--- config.mk ---
export PLATFORM = sky130hd
export DESIGN_NAME = tip_ctrl
export DESIGN_NICKNAME = d
export VERILOG_FILES = /design/src/sv/tip_pkg.sv /design/src/sv/tip_ctrl.sv
export SDC_FILE = /design/constraint.sdc
export NUM_CORES = 1
export LEC_CHECK = 0
export ABC_CLOCK_PERIOD_IN_PS = 1150
export BUFFER_PORTS_ARGS = -buffer_cell sky130_fd_sc_hd__buf_4
export CORE_MARGIN = 1
export CORE_UTILIZATION = 35
export CTS_BUF_LIST = sky130_fd_sc_hd__clkbuf_4 sky130_fd_sc_hd__clkbuf_8
export CTS_CLUSTER_DIAMETER = 30
export CTS_CLUSTER_SIZE = 30
export DETAILED_ROUTE_END_ITERATION = 6
export PLACE_DENSITY = 0.72
export REMOVE_ABC_BUFFERS = 1
export SLEW_MARGIN = 20
export SYNTH_ARGS = -nofsm -noshare
export SYNTH_HDL_FRONTEND = slang
export SYNTH_SLANG_ARGS = --single-unit
export TNS_END_PERCENT = 5
--- constraint.sdc ---
create_clock -name clk -period 1.15 [get_ports clk]
set_input_delay 0.0575 -clock clk [delete_from_list [all_inputs] [get_ports clk]]
set_output_delay 0.0575 -clock clk [all_outputs]
set_load 0.01 [all_outputs]
--- src/sv/tip_pkg.sv ---
// tagged interval profiler: shared types, codes and default constants
// used by the controller, the datapath and the top level
`timescale 1ns / 1ps

package tip_pkg;

  // default sizes
  localparam int ENTRIES_DEF   = 64;
  localparam int TIME_BITS_DEF = 48;
  localparam int TAG_BITS_DEF  = 32;

  // port field widths
  localparam int CMD_W    = 2;
  localparam int KEY_W    = 32;
  localparam int TS_W     = 48;
  localparam int IDX_W    = 6;
  localparam int ST_W     = 2;
  localparam int SLOT_W   = 6;
  localparam int IVL_W    = 48;
  localparam int TOT_W    = 64;
  localparam int CNT_W    = 32;
  localparam int SUM_W    = 49;
  localparam int USED_W   = 7;
  localparam int DIV_W    = 32;

  localparam logic [DIV_W-1:0] TPM_RESET = 32'd10;

  typedef enum logic [CMD_W-1:0] {
    CMD_BEGIN = 2'd0,
    CMD_END   = 2'd1,
    CMD_RESET = 2'd2,
    CMD_READ  = 2'd3
  } cmd_t;

  typedef enum logic [ST_W-1:0] {
    ST_OK       = 2'd0,
    ST_FULL     = 2'd1,
    ST_NOTFOUND = 2'd2,
    ST_NEGATIVE = 2'd3
  } status_t;

  // which fields a response carries
  typedef enum logic [1:0] {
    RK_PLAIN = 2'd0,
    RK_SLOT  = 2'd1,
    RK_END   = 2'd2,
    RK_READ  = 2'd3
  } rsp_kind_t;

  // controller to datapath commands
  typedef struct packed {
    logic      ld_in;
    logic      addr_inc;
    logic      wr_start;
    logic      alloc;
    logic      div_go;
    logic      rec_wr;
    logic      mm_ld;
    logic      tbl_clr;
    logic      rsp;
    status_t   rsp_status;
    rsp_kind_t rsp_kind;
  } tip_ctl_t;

  // datapath to controller status
  typedef struct packed {
    logic full;
    logic addr_end;
    logic tag_hit;
    logic div_done;
    logic neg_big;
    logic idx_ok;
  } tip_sts_t;

endpackage

--- src/sv/tip_ctrl.sv ---
// tagged interval profiler: command sequencer
// depends on tip_pkg
`timescale 1ns / 1ps

module tip_ctrl import tip_pkg::*; (
  input  logic             clk,
  input  logic             rst,
  input  logic             start,
  input  logic [CMD_W-1:0] command,
  input  tip_sts_t         sts,
  output tip_ctl_t         ctl,
  output logic             busy
);

  typedef enum logic [2:0] {
    S_IDLE,
    S_CHK,
    S_CMP,
    S_DIV,
    S_REC,
    S_RCHK,
    S_RWAIT,
    S_RTRIM
  } state_t;

  state_t state, state_next;
  cmd_t   cmd_q;

  // state and latched command
  always_ff @(posedge clk) begin
    if (rst) begin
      state <= S_IDLE;
      cmd_q <= CMD_BEGIN;
    end else begin
      state <= state_next;
      if (state == S_IDLE && start) begin
        cmd_q <= cmd_t'(command);
      end
    end
  end

  assign busy = state != S_IDLE;

  // next state and datapath commands
  always_comb begin
    state_next     = state;
    ctl            = '0;
    ctl.rsp_status = ST_OK;
    ctl.rsp_kind   = RK_PLAIN;
    unique case (state)
      S_IDLE: begin
        if (start) begin
          ctl.ld_in = 1'b1;
          unique case (cmd_t'(command))
            CMD_BEGIN: begin
              if (sts.full) begin
                ctl.rsp        = 1'b1;
                ctl.rsp_status = ST_FULL;
              end else begin
                state_next = S_CHK;
              end
            end
            CMD_END: begin
              state_next = S_CHK;
            end
            CMD_RESET: begin
              ctl.tbl_clr = 1'b1;
              ctl.rsp     = 1'b1;
            end
            CMD_READ: begin
              state_next = S_RCHK;
            end
            default: begin
            end
          endcase
        end
      end
      S_CHK: begin
        if (sts.addr_end) begin
          ctl.rsp    = 1'b1;
          state_next = S_IDLE;
          if (cmd_q == CMD_BEGIN) begin
            ctl.alloc    = 1'b1;
            ctl.rsp_kind = RK_SLOT;
          end else begin
            ctl.rsp_status = ST_NOTFOUND;
          end
        end else begin
          state_next = S_CMP;
        end
      end
      S_CMP: begin
        if (sts.tag_hit) begin
          if (cmd_q == CMD_BEGIN) begin
            ctl.wr_start = 1'b1;
            ctl.rsp      = 1'b1;
            ctl.rsp_kind = RK_SLOT;
            state_next   = S_IDLE;
          end else begin
            ctl.div_go = 1'b1;
            state_next = S_DIV;
          end
        end else begin
          ctl.addr_inc = 1'b1;
          state_next   = S_CHK;
        end
      end
      S_DIV: begin
        if (sts.div_done) begin
          state_next = S_REC;
        end
      end
      S_REC: begin
        ctl.rsp    = 1'b1;
        state_next = S_IDLE;
        if (sts.neg_big) begin
          ctl.rsp_status = ST_NEGATIVE;
          ctl.rsp_kind   = RK_SLOT;
        end else begin
          ctl.rec_wr   = 1'b1;
          ctl.rsp_kind = RK_END;
        end
      end
      S_RCHK: begin
        if (sts.idx_ok) begin
          state_next = S_RWAIT;
        end else begin
          ctl.rsp        = 1'b1;
          ctl.rsp_status = ST_NOTFOUND;
          state_next     = S_IDLE;
        end
      end
      S_RWAIT: begin
        ctl.mm_ld  = 1'b1;
        state_next = S_RTRIM;
      end
      S_RTRIM: begin
        ctl.rsp      = 1'b1;
        ctl.rsp_kind = RK_READ;
        state_next   = S_IDLE;
      end
      default: begin
        state_next = S_IDLE;
      end
    endcase
  end

endmodule

==> impl_metrics.py <==
metrics = {
    "floorplan": {
        "die_width_um": 39.1,
        "start_util": 0.375,
        "pin_count": 25,
        "fp.coreArea_mm2": 0.00128,
        "dieArea_mm2": 0.00153,
        "dieHeight_um": 39.1,
        "rows": 13,
    },
    "synthesis": {
        "synth-seq-cells": 5,
        "synth_area_per_cell_um2": 6.88,
        "synth_cell_types": 34,
        "syn-cell-area_um2": 482,
        "yosysWarnings": 0,
        "synth-seq-area-share": 0.208,
        "syn_inst": 70,
    },
    "worst_setup_path": {
        "worstSetupEndpointType": "primary output",
        "cp.arrival_ns": 1.45,
        "cp.required_ns": 1.09,
        "critPathKind": "reg -> out",
        "start_kind": "register",
        "critPathMaxFanout": 2,
    },
    "power_and_ir_drop": {
        "p_leak_uw": 0.000427,
        "ir_worst_vdd_v": 0.000645,
        "power_density_mw_per_mm2": 1050,
    },
    "drt": {
        "ant_nets": 0,
        "vias": 653,
        "drt_iter0_markers": 4,
        "drt-wirelength-per-cell_um": 12.3,
        "detail_route.vias_per_cell": 5.22,
        "wl_um": 1540,
        "drc": 0,
        "dr.pass1.iters": 4,
    },
    "global_route": {
        "grt_pass1_wl_um": 2460,
        "grt_max_degree": 12,
        "grt_overflow_total": 0,
        "antenna_found_initial": 0,
        "grt_usage": 0.236,
        "grt_pass1_vias": 557,
    },
    "cts": {
        "cts_tree": "yes",
        "post-cts-setup-buffers": 0,
        "htree_num_levels": 1,
        "clockBufferDepth": 2,
        "clock_latency_ns": 0.24,
        "cts_sinks": 5,
        "cts_root_buffer": "clkbuf_4",
        "cts_buffers": 3,
        "cts.clk_slew.worst_paths_ns": 0.05,
    },
    "timing": {
        "fin_worst_skew_ns": 0.00396,
        "drv_slew": 0,
        "slew_headroom": 0.849,
        "setup_ws_ns": -0.353,
        "finalHoldViolations": 0,
        "max_freq_mhz": 665,
        "layout_min_cycle_time_ns": 1.50,
        "hold_slack_ns": 0.106,
        "finalCritPeriodShare": 1.31,
        "worst-slew-pin-transition_ns": 0.224,
        "setup_violations": 14,
        "grt_setup_unrepaired": "true",
    },
    "cells_and_area": {
        "final_util": 0.666,
        "drive_gt1_frac": 0.536,
        "final_nets": 122,
        "area_delta_synth_final_pct": 77.7,
        "final_common_cell": "buf_4",
        "n_antenna_cell": 0,
        "postLayoutCellArea_um2": 856,
        "final_cell_mix": "buf_4, nand2_1, nor2_1",
    },
    "placement": {
        "port_buffers": 24,
        "place.gp.congestion": 0.770,
        "postPlaceCellArea_um2": 769,
        "dpl.hpwl_um": 1150,
    },
    "run_status": {
        "status": "finished with violations",
        "violations": "setup timing",
    },
    "flow_run": {
        "max_cap_violations": 0,
    },
    "min_path": {
        "hold_path.class": "in -> reg",
    },
}
## power by group
group          internal [uW]  switching [uW]
logic                    244             188
clock network            155            79.2
registers                194            40.0
total                    593             307
## Yosys cell counts (all sizes together)
master / instances / area [um2]
nand2: 12 / 47.6
nor2: 7 / 26.3
a21oi: 5 / 25.0
dfxtp: 5 / 100
inv: 5 / 18.8
nand3: 5 / 25.0
buf: 3 / 20.0
nor3: 3 / 26.3
a221oi: 2 / 23.8
mux2i: 2 / 20.0
nor2b: 2 / 12.5
o21bai: 2 / 18.8
a211o: 1 / 8.76
a21boi: 1 / 7.51
a22o: 1 / 8.76
a31oi: 1 / 6.26
and2: 1 / 6.26
and3: 1 / 6.26
clkbuf: 1 / 3.75
nand2b: 1 / 6.26
nand3b: 1 / 7.51
nor3b: 1 / 7.51
nor4: 1 / 6.26
o211ai: 1 / 7.51
o21ai: 1 / 5.00
o221ai: 1 / 8.76
o41ai: 1 / 8.76
or2: 1 / 6.26
or3: 1 / 6.26
## through the flow
stage                     setup slack [ns]  TNS (ns)  cells  power [uW]
final                               -0.353     -2.41    125         900
after global placement              -0.160    -0.813    120         627
after floorplan                     -0.195    -0.546     66         410
after CTS                           -0.360     -2.46    124         887
after global routing                -0.398     -3.70    125         963
after detailed placement            -0.160     -1.01    120         633
## cells by family (layout without fill, tap and decap cells)
group | after synthesis | after routing | share of synthesized area
multiplexers | 2 | 2 | 0.0416
buffers and inverters | 9 | 49 | 0.0883
flip-flops | 5 | 5 | 0.208
AO/OA/AOI/OAI | 17 | 17 | 0.268
AND/OR/NAND/NOR | 37 | 37 | 0.395
## registers in the layout, indices dropped and copies added (netlist names)
register / flops
state: 3
cmd_q: 2
## path summary, 6_finish.rpt
path,startpoint,endpoint,slack (ns),depth (start not counted)
worst max register to register,state[0],state[2],-0.01,4
worst min-delay path,command[0],cmd_q[0],0.11,3
worst max-delay path,cmd_q[1],ctl[0],-0.35,4
worst min register to register,cmd_q[1],cmd_q[1],0.60,3
## per-layer routing
metal | track usage | wire length, um
met5 | 0 | 0
met4 | 0.0431 | 0
met3 | 0.0578 | 72
met2 | 0.392 | 761
met1 | 0.307 | 703
## critical path, cell delays in order (launching register included)
cell	delay, ns
dfxtp_1	0.31
or2_4	0.25
or3_4	0.34
o211ai_1	0.17
buf_4	0.15
## timing repair
action                                  in CTS  in global routing
pin swaps                                    2                  2
gates resized for setup                     11                  3
hold buffers                                 0                  1
endpoints found under the setup margin      17                 18
endpoints found under the hold margin        0                  2
## final cells by class
type	instances	area [um2]
well taps	15	18.8
multi-input cells	56	375
repair buffers	40	303
clock buffers	4	30.0
inverters	5	18.8
flip-flops and latches	5	110
fillers	119	429
(Power assumes the default switching activity.)
